$ cat src/design/frt_pkg.sv
package frt_pkg;

  // Frame geometry and buffer sizes
  localparam int unsigned SegmentBytes   = 256;
  localparam int unsigned MaxSegments    = 8;
  localparam int unsigned BufferBytes    = 2048;
  localparam int unsigned MaxHeaderBytes = 6;
  localparam int unsigned MacBytes       = 16;
  localparam int unsigned MinPacketBytes = 4;
  localparam int unsigned SegShift       = $clog2(SegmentBytes);

  // Field widths
  localparam int unsigned IdxW   = 8;
  localparam int unsigned TotW   = 16;
  localparam int unsigned KeyW   = 8;
  localparam int unsigned StatW  = 3;
  localparam int unsigned OffW   = 12;
  localparam int unsigned LenW   = 9;
  localparam int unsigned CntW   = 32;
  localparam int unsigned RoomW  = 3;
  localparam int unsigned PaddrW = 3;

  localparam logic [IdxW-1:0]  NoIndex         = '1;
  localparam logic [RoomW-1:0] HeaderRoomReset = RoomW'(6);

  typedef enum logic [StatW-1:0] {
    ST_INVALID   = 3'd0,
    ST_DUPLICATE = 3'd1,
    ST_PARTIAL   = 3'd2,
    ST_COMPLETE  = 3'd3,
    ST_MISSING   = 3'd4,
    ST_OVERFLOW  = 3'd5,
    ST_AUTH      = 3'd6
  } status_e;

  // Register indexes on the configuration port
  typedef enum logic {
    REG_DECRYPT_REQUIRED = 1'b0,
    REG_HEADER_ROOM      = 1'b1
  } reg_idx_e;

endpackage

$ cat src/design/frt_hdr_if.sv
interface frt_hdr_if;
  logic       valid;
  logic       ready;
  logic [7:0] packet_index;
  logic [7:0] segment_index;
  logic [15:0] total_length;
  logic [7:0] key_byte;

  modport source (output valid, packet_index, segment_index, total_length, key_byte,
                  input ready);
  modport sink   (input valid, packet_index, segment_index, total_length, key_byte,
                  output ready);
endinterface

$ cat src/design/frt_res_if.sv
interface frt_res_if;
  logic        valid;
  logic        ready;
  logic [2:0]  status;
  logic [11:0] write_offset;
  logic [8:0]  write_length;
  logic        needs_decrypt;
  logic [31:0] frame_error_count;
  logic [31:0] auth_error_count;

  modport source (output valid, status, write_offset, write_length, needs_decrypt,
                  frame_error_count, auth_error_count,
                  input ready);
  modport sink   (input valid, status, write_offset, write_length, needs_decrypt,
                  frame_error_count, auth_error_count,
                  output ready);
endinterface

$ cat src/design/frame_reassembly_tracker.sv
// Frame reassembly tracker: sequence check for packets split over frames.
// Channels: hdr_i carries one frame header per request (packet index,
// segment index, total length, key byte); res_o returns exactly one result
// per header (status, write offset/length, decrypt flag, error counters).
// The APB port sets decrypt_required (byte address 0) and header_room
// (byte address 4); write it only while no header is in flight.
// Throughput: one header per cycle while the result register is empty or
// being drained; the sequence state and the result register are both
// updated at the accepting edge, so the next header sees the new state
// at once.
// Stall: the result register holds while res_o.ready is low; hdr_i.ready
// is high whenever the result register is empty or being drained this
// cycle, so a stalled receiver stops intake only once its result waits.
// Reset: clears the sequence state (last indexes to 255, fill and MAC
// flag to 0), both error counters, the result valid flag, and loads the
// registers with decrypt_required = 0 and header_room = 6.
module frame_reassembly_tracker
  import frt_pkg::*;
(
  input  logic              clk_i,
  input  logic              rst_ni,
  frt_hdr_if.sink           hdr_i,
  frt_res_if.source         res_o,
  input  logic              psel,
  input  logic              penable,
  input  logic              pwrite,
  input  logic [PaddrW-1:0] paddr,
  input  logic [31:0]       pwdata,
  output logic [31:0]       prdata,
  output logic              pready
);

  localparam logic [TotW:0] SegRound  = (TotW+1)'(SegmentBytes - 1);
  localparam logic [TotW:0] MaxTotal  = (TotW+1)'(SegmentBytes * MaxSegments);
  localparam logic [TotW:0] LimPlain  = (TotW+1)'(MaxHeaderBytes + BufferBytes);
  localparam logic [TotW:0] LimMac    = (TotW+1)'(MaxHeaderBytes + BufferBytes + MacBytes);
  localparam logic [TotW:0] MinTotal  = (TotW+1)'(MinPacketBytes);
  localparam logic [OffW:0] BufLimit  = (OffW+1)'(BufferBytes);
  localparam logic [OffW:0] MacRoom   = (OffW+1)'(MacBytes);
  localparam logic [LenW-1:0] FullLen = LenW'(SegmentBytes);

  // Configuration registers
  logic             decrypt_req_q;
  logic [RoomW-1:0] header_room_q;
  logic             cfg_wr;
  reg_idx_e         cfg_idx;

  // Sequence state
  logic [IdxW-1:0] last_pkt_q, last_pkt_d;
  logic [IdxW-1:0] last_seg_q, last_seg_d;
  logic [OffW-1:0] fill_q, fill_d;
  logic            mac_q, mac_d;
  logic [CntW-1:0] frame_err_q, frame_err_d;
  logic [CntW-1:0] auth_err_q, auth_err_d;

  // Result register
  logic            res_valid_q;
  status_e         status_q, status_d;
  logic [OffW-1:0] off_q, off_d;
  logic [LenW-1:0] len_q, len_d;
  logic            dec_q, dec_d;

  logic hdr_fire;

  // Decode work
  logic [TotW:0]   total_x;
  logic [TotW:0]   seg_round;
  logic [LenW-1:0] nseg;
  logic [LenW-1:0] seg_x;
  logic [LenW-1:0] seg_next;
  logic [TotW:0]   seg_base;
  logic [TotW:0]   seg_end;
  logic [TotW:0]   tail_len;
  logic            key_set;
  logic            bad_hdr;
  logic            is_dup;
  logic            is_gap;
  logic [LenW-1:0] cur_len;
  logic [OffW-1:0] fill_base;
  logic            mac_base;
  logic [OffW:0]   room;
  logic [OffW:0]   fill_sum;
  logic            is_last;

  // APB: always ready, decode on the word address bit
  assign pready  = 1'b1;
  assign cfg_wr  = psel & penable & pwrite;
  assign cfg_idx = reg_idx_e'(paddr[2]);

  always_comb begin
    unique case (cfg_idx)
      REG_DECRYPT_REQUIRED: prdata = {31'd0, decrypt_req_q};
      REG_HEADER_ROOM:      prdata = {{(32-RoomW){1'b0}}, header_room_q};
      default:              prdata = '0;
    endcase
  end

  always_ff @(posedge clk_i or negedge rst_ni) begin
    if (!rst_ni) begin
      decrypt_req_q <= 1'b0;
      header_room_q <= HeaderRoomReset;
    end else if (cfg_wr) begin
      if (cfg_idx == REG_DECRYPT_REQUIRED) begin
        decrypt_req_q <= pwdata[0];
      end else begin
        header_room_q <= pwdata[RoomW-1:0];
      end
    end
  end

  // Take a new request when the result slot is free or drains this cycle
  assign hdr_i.ready = ~res_valid_q | res_o.ready;
  assign hdr_fire    = hdr_i.valid & hdr_i.ready;

  // Header checks and segment length
  always_comb begin
    total_x   = {1'b0, hdr_i.total_length};
    seg_round = total_x + SegRound;
    nseg      = (total_x > MaxTotal) ? '0 : LenW'(seg_round >> SegShift);
    seg_x     = {1'b0, hdr_i.segment_index};
    key_set   = hdr_i.key_byte != '0;
    bad_hdr   = (total_x < MinTotal) || (total_x > (key_set ? LimMac : LimPlain)) ||
                (seg_x >= nseg);
    is_dup    = (last_pkt_q == hdr_i.packet_index) && (last_seg_q == hdr_i.segment_index);
    seg_next  = {1'b0, last_seg_q} + LenW'(1);
    is_gap    = (seg_next != seg_x) || (last_pkt_q != hdr_i.packet_index);
    seg_base  = (TotW+1)'(seg_x) << SegShift;
    seg_end   = seg_base + (TotW+1)'(SegmentBytes);
    tail_len  = total_x - seg_base;
    cur_len   = (seg_end > total_x) ? tail_len[LenW-1:0] : FullLen;
    is_last   = (seg_x + LenW'(1)) >= nseg;
  end

  // Sequence update and result selection
  always_comb begin
    last_pkt_d  = last_pkt_q;
    last_seg_d  = last_seg_q;
    fill_d      = fill_q;
    mac_d       = mac_q;
    frame_err_d = frame_err_q;
    auth_err_d  = auth_err_q;
    status_d    = ST_INVALID;
    off_d       = '0;
    len_d       = '0;
    dec_d       = 1'b0;

    // A start frame resets the fill before the overflow check
    fill_base = (seg_x == '0) ? '0 : fill_q;
    mac_base  = (seg_x == '0) ? key_set : mac_q;
    room      = (OffW+1)'(header_room_q) + (mac_base ? MacRoom : '0);
    fill_sum  = {1'b0, fill_base} + (OffW+1)'(cur_len);

    priority if (bad_hdr) begin
      status_d = ST_INVALID;
    end else if (is_dup) begin
      status_d = ST_DUPLICATE;
    end else if ((seg_x != '0) && is_gap) begin
      status_d    = ST_MISSING;
      frame_err_d = frame_err_q + CntW'(1);
    end else begin
      last_seg_d = hdr_i.segment_index;
      last_pkt_d = hdr_i.packet_index;
      fill_d     = fill_base;
      mac_d      = mac_base;
      if (fill_sum > BufLimit + room) begin
        status_d    = ST_OVERFLOW;
        frame_err_d = frame_err_q + CntW'(1);
      end else begin
        off_d  = fill_base;
        len_d  = cur_len;
        fill_d = fill_sum[OffW-1:0];
        if (!is_last) begin
          status_d = ST_PARTIAL;
        end else if (key_set) begin
          status_d = ST_COMPLETE;
          dec_d    = 1'b1;
          fill_d   = '0;
          mac_d    = 1'b0;
        end else if (decrypt_req_q) begin
          // Keep the fill until the next start frame
          status_d   = ST_AUTH;
          auth_err_d = auth_err_q + CntW'(1);
        end else begin
          status_d = ST_COMPLETE;
          fill_d   = '0;
          mac_d    = 1'b0;
        end
      end
    end
  end

  always_ff @(posedge clk_i or negedge rst_ni) begin
    if (!rst_ni) begin
      last_pkt_q  <= NoIndex;
      last_seg_q  <= NoIndex;
      fill_q      <= '0;
      mac_q       <= 1'b0;
      frame_err_q <= '0;
      auth_err_q  <= '0;
    end else if (hdr_fire) begin
      last_pkt_q  <= last_pkt_d;
      last_seg_q  <= last_seg_d;
      fill_q      <= fill_d;
      mac_q       <= mac_d;
      frame_err_q <= frame_err_d;
      auth_err_q  <= auth_err_d;
    end
  end

  // Result valid: set on intake, drop when taken without a new request
  always_ff @(posedge clk_i or negedge rst_ni) begin
    if (!rst_ni) begin
      res_valid_q <= 1'b0;
    end else if (hdr_fire) begin
      res_valid_q <= 1'b1;
    end else if (res_o.ready) begin
      res_valid_q <= 1'b0;
    end
  end

  always_ff @(posedge clk_i) begin
    if (hdr_fire) begin
      status_q <= status_d;
      off_q    <= off_d;
      len_q    <= len_d;
      dec_q    <= dec_d;
    end
  end

  assign res_o.valid             = res_valid_q;
  assign res_o.status            = status_q;
  assign res_o.write_offset      = off_q;
  assign res_o.write_length      = len_q;
  assign res_o.needs_decrypt     = dec_q;
  assign res_o.frame_error_count = frame_err_q;
  assign res_o.auth_error_count  = auth_err_q;

endmodule
$ cat src/flat_wrapper.sv
// flat-port wrapper written by rule: the top's interface ports become plain ports
module frame_reassembly_tracker_flat import frt_pkg::*;
  (clk_i, rst_ni, psel, penable, pwrite, paddr, pwdata, prdata, pready, hdr_i_valid, hdr_i_packet_index, hdr_i_segment_index, hdr_i_total_length, hdr_i_key_byte, hdr_i_ready, res_o_valid, res_o_status, res_o_write_offset, res_o_write_length, res_o_needs_decrypt, res_o_frame_error_count, res_o_auth_error_count, res_o_ready);
  frt_hdr_if hdr_i_i ();
  frt_res_if res_o_i ();
  input  logic clk_i;
  input  logic rst_ni;
  input  logic psel;
  input  logic penable;
  input  logic pwrite;
  input  logic [PaddrW-1:0] paddr;
  input  logic [31:0] pwdata;
  output logic [31:0] prdata;
  output logic pready;
  input wire logic [$bits(hdr_i_i.valid)-1:0] hdr_i_valid;
  input wire logic [$bits(hdr_i_i.packet_index)-1:0] hdr_i_packet_index;
  input wire logic [$bits(hdr_i_i.segment_index)-1:0] hdr_i_segment_index;
  input wire logic [$bits(hdr_i_i.total_length)-1:0] hdr_i_total_length;
  input wire logic [$bits(hdr_i_i.key_byte)-1:0] hdr_i_key_byte;
  output wire logic [$bits(hdr_i_i.ready)-1:0] hdr_i_ready;
  output wire logic [$bits(res_o_i.valid)-1:0] res_o_valid;
  output wire logic [$bits(res_o_i.status)-1:0] res_o_status;
  output wire logic [$bits(res_o_i.write_offset)-1:0] res_o_write_offset;
  output wire logic [$bits(res_o_i.write_length)-1:0] res_o_write_length;
  output wire logic [$bits(res_o_i.needs_decrypt)-1:0] res_o_needs_decrypt;
  output wire logic [$bits(res_o_i.frame_error_count)-1:0] res_o_frame_error_count;
  output wire logic [$bits(res_o_i.auth_error_count)-1:0] res_o_auth_error_count;
  input wire logic [$bits(res_o_i.ready)-1:0] res_o_ready;
  assign hdr_i_i.valid = hdr_i_valid;
  assign hdr_i_i.packet_index = hdr_i_packet_index;
  assign hdr_i_i.segment_index = hdr_i_segment_index;
  assign hdr_i_i.total_length = hdr_i_total_length;
  assign hdr_i_i.key_byte = hdr_i_key_byte;
  assign hdr_i_ready = hdr_i_i.ready;
  assign res_o_valid = res_o_i.valid;
  assign res_o_status = res_o_i.status;
  assign res_o_write_offset = res_o_i.write_offset;
  assign res_o_write_length = res_o_i.write_length;
  assign res_o_needs_decrypt = res_o_i.needs_decrypt;
  assign res_o_frame_error_count = res_o_i.frame_error_count;
  assign res_o_auth_error_count = res_o_i.auth_error_count;
  assign res_o_i.ready = res_o_ready;
  frame_reassembly_tracker u_core (.clk_i(clk_i), .rst_ni(rst_ni), .hdr_i(hdr_i_i), .res_o(res_o_i), .psel(psel), .penable(penable), .pwrite(pwrite), .paddr(paddr), .pwdata(pwdata), .prdata(prdata), .pready(pready));
endmodule
$ cat config.mk
export PLATFORM = sky130hd
export DESIGN_NAME = frame_reassembly_tracker_flat
export DESIGN_NICKNAME = d
export VERILOG_FILES = /design/src/design/frt_pkg.sv /design/src/design/frt_hdr_if.sv /design/src/design/frt_res_if.sv /design/src/design/frame_reassembly_tracker.sv /design/src/flat_wrapper.sv
export SDC_FILE = /design/constraint.sdc
export NUM_CORES = 1
export LEC_CHECK = 0
export ABC_AREA = 1
export BUFFER_PORTS_ARGS = -buffer_cell sky130_fd_sc_hd__buf_2
export CAP_MARGIN = 20
export CORE_MARGIN = 5
export CORE_UTILIZATION = 55
export CTS_BUF_LIST = sky130_fd_sc_hd__clkbuf_16
export DETAILED_ROUTE_END_ITERATION = 10
export PLACE_DENSITY = 0.81
export SYNTH_ARGS = -nofsm -noshare
export SYNTH_HDL_FRONTEND = slang
export SYNTH_SLANG_ARGS = --single-unit
$ cat constraint.sdc
create_clock -name clk_i -period 4.9 [get_ports clk_i]
set_input_delay 0.49 -clock clk_i [delete_from_list [all_inputs] [get_ports clk_i]]
set_output_delay 0.49 -clock clk_i [all_outputs]
set_load 0.1 [all_outputs]
==> out/summary.txt <==
Global-route wire length before repair: 43.0 mm
CTS buffer count: 17
Count of final max-slew check failures: 0
Switching share of power: 0.320
Clock latency on the worst-skew pair: 0.43 ns
Met3 WL post-DR: 1.99 mm
Post-DP HPWL: 18.7 mm
Worst min-delay path class: primary input to asynchronous set/reset pin
Flops & latches, synth: 123
IO Pins: 206
Pwr/cell area: 260 nW/µm²
Critical R2R Capture: u_core.res_o.write_offset[6]$_SDFFCE_PP0P_
R2r setup slk: 1.46 ns
Via count: 9479
Die X: 140 µm
Clk pwr share: 0.445
Clock transition at the registers of the reported paths: 0.06 ns
Worst vdd ir: 0.294 mV
Pint: 2.04 mW
Die span in y: 140 µm
Final min period: 4.75 ns
Fraction of registers with async set/reset: 0.797
CP endpoint kind: flop
Initial antenna violation count: 0
Layout cells sized above 1: 0.212
Min setup slack post-route: 0.147 ns
Most frequent cells in the layout: 390 x nand2_1, 173 x inv_1, 140 x buf_2, 119 x nor2_1, 113 x nand3_1
Mapped Avg Cell Area: 7.06 µm²
Post-Route WL: 26.9 mm
Dpl ws: -0.351 ns
Htree depth: 4
Worst R2R Path Depth: 20
Ys flop type: dfrtp_1
Util after Layout: 0.693
Critical path launch point type: primary input
Worst path required time: 5.07 ns
Seq/Total Area, Yosys: 0.344
Uppermost layer routed: met4
Root Driver: clkbuf_16
Die Footprint: 19700 µm²
Final hold vios: 0
Critical path type: primary input to flop
Hold_buf cts: 0
Vias in the first global route: 9081
CP most frequent cell: nand2_1
Area after DPL: 10500 µm²
Commonest non-fill, non-tap cell in the layout: nand2_1
Max-slew headroom: 0.553
Clock tree buffer depth: 2
Yosys cell types: 51
Sequential share of power: 0.361
Max cap viols: 0
Reg2reg start: u_core.fill_q[0]$_DFFE_PN0P_
Cell Area, Synth: 9360 µm²
M1 WL: 11.3 mm
Fillers: 1368
Fin crit share: 0.970
1st-pass router iterations: 5
Port buffer count: 144
Synthesis-to-finish area growth: 23.1%
Clk_skew: 0.0117 ns
RSZ-0062 raised after global routing: yes
Critical-path top delay cell: nor4_2
Status: completed
Critical path arrival: 4.92 ns
Drt wl/cell: 15.3 µm
Gr usage total: 0.262
Static leakage: 6.16 nW
Slowest cell delay on critical path: 0.32 ns
Number of placement rows: 47
Crit path to: u_core.res_o.write_offset[6]$_SDFFCE_PP0P_
Ant diodes: 0
Critical path startpoint: hdr_i_segment_index[3]
Largest net degree at the start of global routing: 52
Switching power: 959 µW
CORE AREA: 16600 µm²
CTS tree: yes
Clock sinks: 123
Detailed Route Iter0 Violations: 843
GPL Wtd Cong: 0.938
Remaining antenna violation count: 0
Starting Density: 0.563
Drt drc: 0
Remaining global-route overflow: 0
Synth Instances: 1327
Post-route cell area: 11500 µm²
Combinational Power Share: 0.193
Met2 WL: 13.1 mm
Final setup violation count: 0
Worst-margin pin slew: 0.671 ns
Vias/cell: 5.40
Post-synth EDFFs: 25
Peak Freq: 0.210 GHz
Synthesis Warnings: 0
Crit-path max FO: 8
Final net count: 1650
==> synthesized netlist by cell type, types with 4 or more instances <==
library cell | instances | area share
o21ai_0 | 23 | 0.012
inv_2 | 8 | 0.0032
nor4_1 | 10 | 0.0067
xnor2_1 | 19 | 0.018
nand2_4 | 5 | 0.0060
nand2_1 | 395 | 0.16
nor2_1 | 128 | 0.051
o21bai_1 | 33 | 0.026
buf_6 | 6 | 0.0072
buf_2 | 10 | 0.0053
nand3_1 | 114 | 0.061
dfstp_2 | 18 | 0.051
a21oi_1 | 21 | 0.011
buf_4 | 32 | 0.026
xor2_1 | 32 | 0.030
edfxtp_1 | 25 | 0.080
and2_1 | 4 | 0.0027
dfrtp_1 | 80 | 0.21
nor3_2 | 5 | 0.0053
ha_1 | 44 | 0.059
clkbuf_1 | 9 | 0.0036
nor3_1 | 43 | 0.023
nand2_2 | 4 | 0.0027
inv_1 | 176 | 0.071
nand4_1 | 40 | 0.027
o211ai_1 | 4 | 0.0032
==> critical path: cells and delay by family <==
family | cells | cell delay, ns
and+or+nand+nor | 20 | 2.49
adders and majority gates | 3 | 0.85
buffers and inverters | 6 | 0.60
AOI/OAI and AO/OA | 2 | 0.34
xor gates and xnor gates | 1 | 0.15
==> power groups by stage <==
stage               registers (mW)  logic, mW  clock network [mW]
global placement              1.10      0.528                   0
CTS                           1.08      0.539                1.35
finish                        1.08      0.579                1.33
detailed placement            1.10      0.536                   0
global route                  1.08      0.621                1.40
floorplan                     1.20      0.318                   0
==> cell type report <==
class	instances	area [µm²]	area share
multi-input combinational	1000	5480	0.475
tap	220	275	0.0239
timing repair buffer	196	1240	0.107
clock inverter	14	165	0.0143
sequential	123	3230	0.280
clock buffer	18	450	0.0391
inverter	185	702	0.0609
==> flip-flops by register name, indices dropped and copies added, names as in the netlist <==
register,cells
u_core.last_pkt_q,8
u_core.res_o.frame_error_count,32
u_core.decrypt_req_q,1
u_core.res_o.status,3
u_core.header_room_q,3
u_core.mac_q,1
u_core.res_o.write_length,9
u_core.res_o.write_offset,12
u_core.fill_q,12
u_core.res_o.valid,1
u_core.res_o.auth_error_count,32
u_core.res_o.needs_decrypt,1
u_core.last_seg_q,8
==> per-stage QoR <==
step | power, mW | hold slack, ns | TNS, ns | instances
floorplan | 1.52 | 0.194 | 0 | 1364
global placement | 1.63 | 0.463 | -23.36 | 1716
detailed placement | 1.64 | 0.465 | -29.95 | 1716
CTS | 2.97 | 0.109 | 0 | 1748
global route | 3.11 | 0.137 | -8.78 | 1756
finish | 2.99 | 0.0837 | 0 | 1756
==> cell families after synthesis <==
kind of cell             count (synthesis)  synth area share
AO/OA/AOI/OAI                           91            0.0605
adder cells (fa/ha/maj)                 45            0.0609
flip-flops                             123             0.344
XOR/XNOR                                52            0.0494
other                                    2          0.000802
buffers and inverters                  242             0.116
AND/OR/NAND/NOR                        772             0.368
==> routing by layer <==
layer	vias up	GRT usage
li1	4589	-
met1	4423	0.345
met2	414	0.436
met3	53	0.0477
met4	0	0.0841
met5	-	0
==> worst min-delay path by stage <==
stage | depth (start not counted) | end | from | slack (ns)
floorplan | 0 | u_core.decrypt_req_q$_DFFE_PN0P_ | rst_ni | 0.19
global placement | 2 | u_core.mac_q$_DFFE_PN0P_ | u_core.mac_q$_DFFE_PN0P_ | 0.46
detailed placement | 2 | u_core.last_pkt_q[5]$_DFFE_PN1P_ | u_core.last_pkt_q[5]$_DFFE_PN1P_ | 0.47
CTS | 1 | u_core.res_o.frame_error_count[27]$_DFFE_PN0P_ | rst_ni | 0.11
global route | 1 | u_core.res_o.frame_error_count[27]$_DFFE_PN0P_ | rst_ni | 0.14
finish | 1 | u_core.res_o.frame_error_count[27]$_DFFE_PN0P_ | rst_ni | 0.08
==> repair_timing <==
| item | in CTS | in global routing |
|---|---|---|
| setup buffers | 0 | 6 |
| setup endpoints to repair | 2 | 102 |
| gates resized for setup | 1 | 63 |
| gates cloned | 0 | 3 |
| pin swaps | 0 | 27 |
Power figures use the tool's default switching activity.
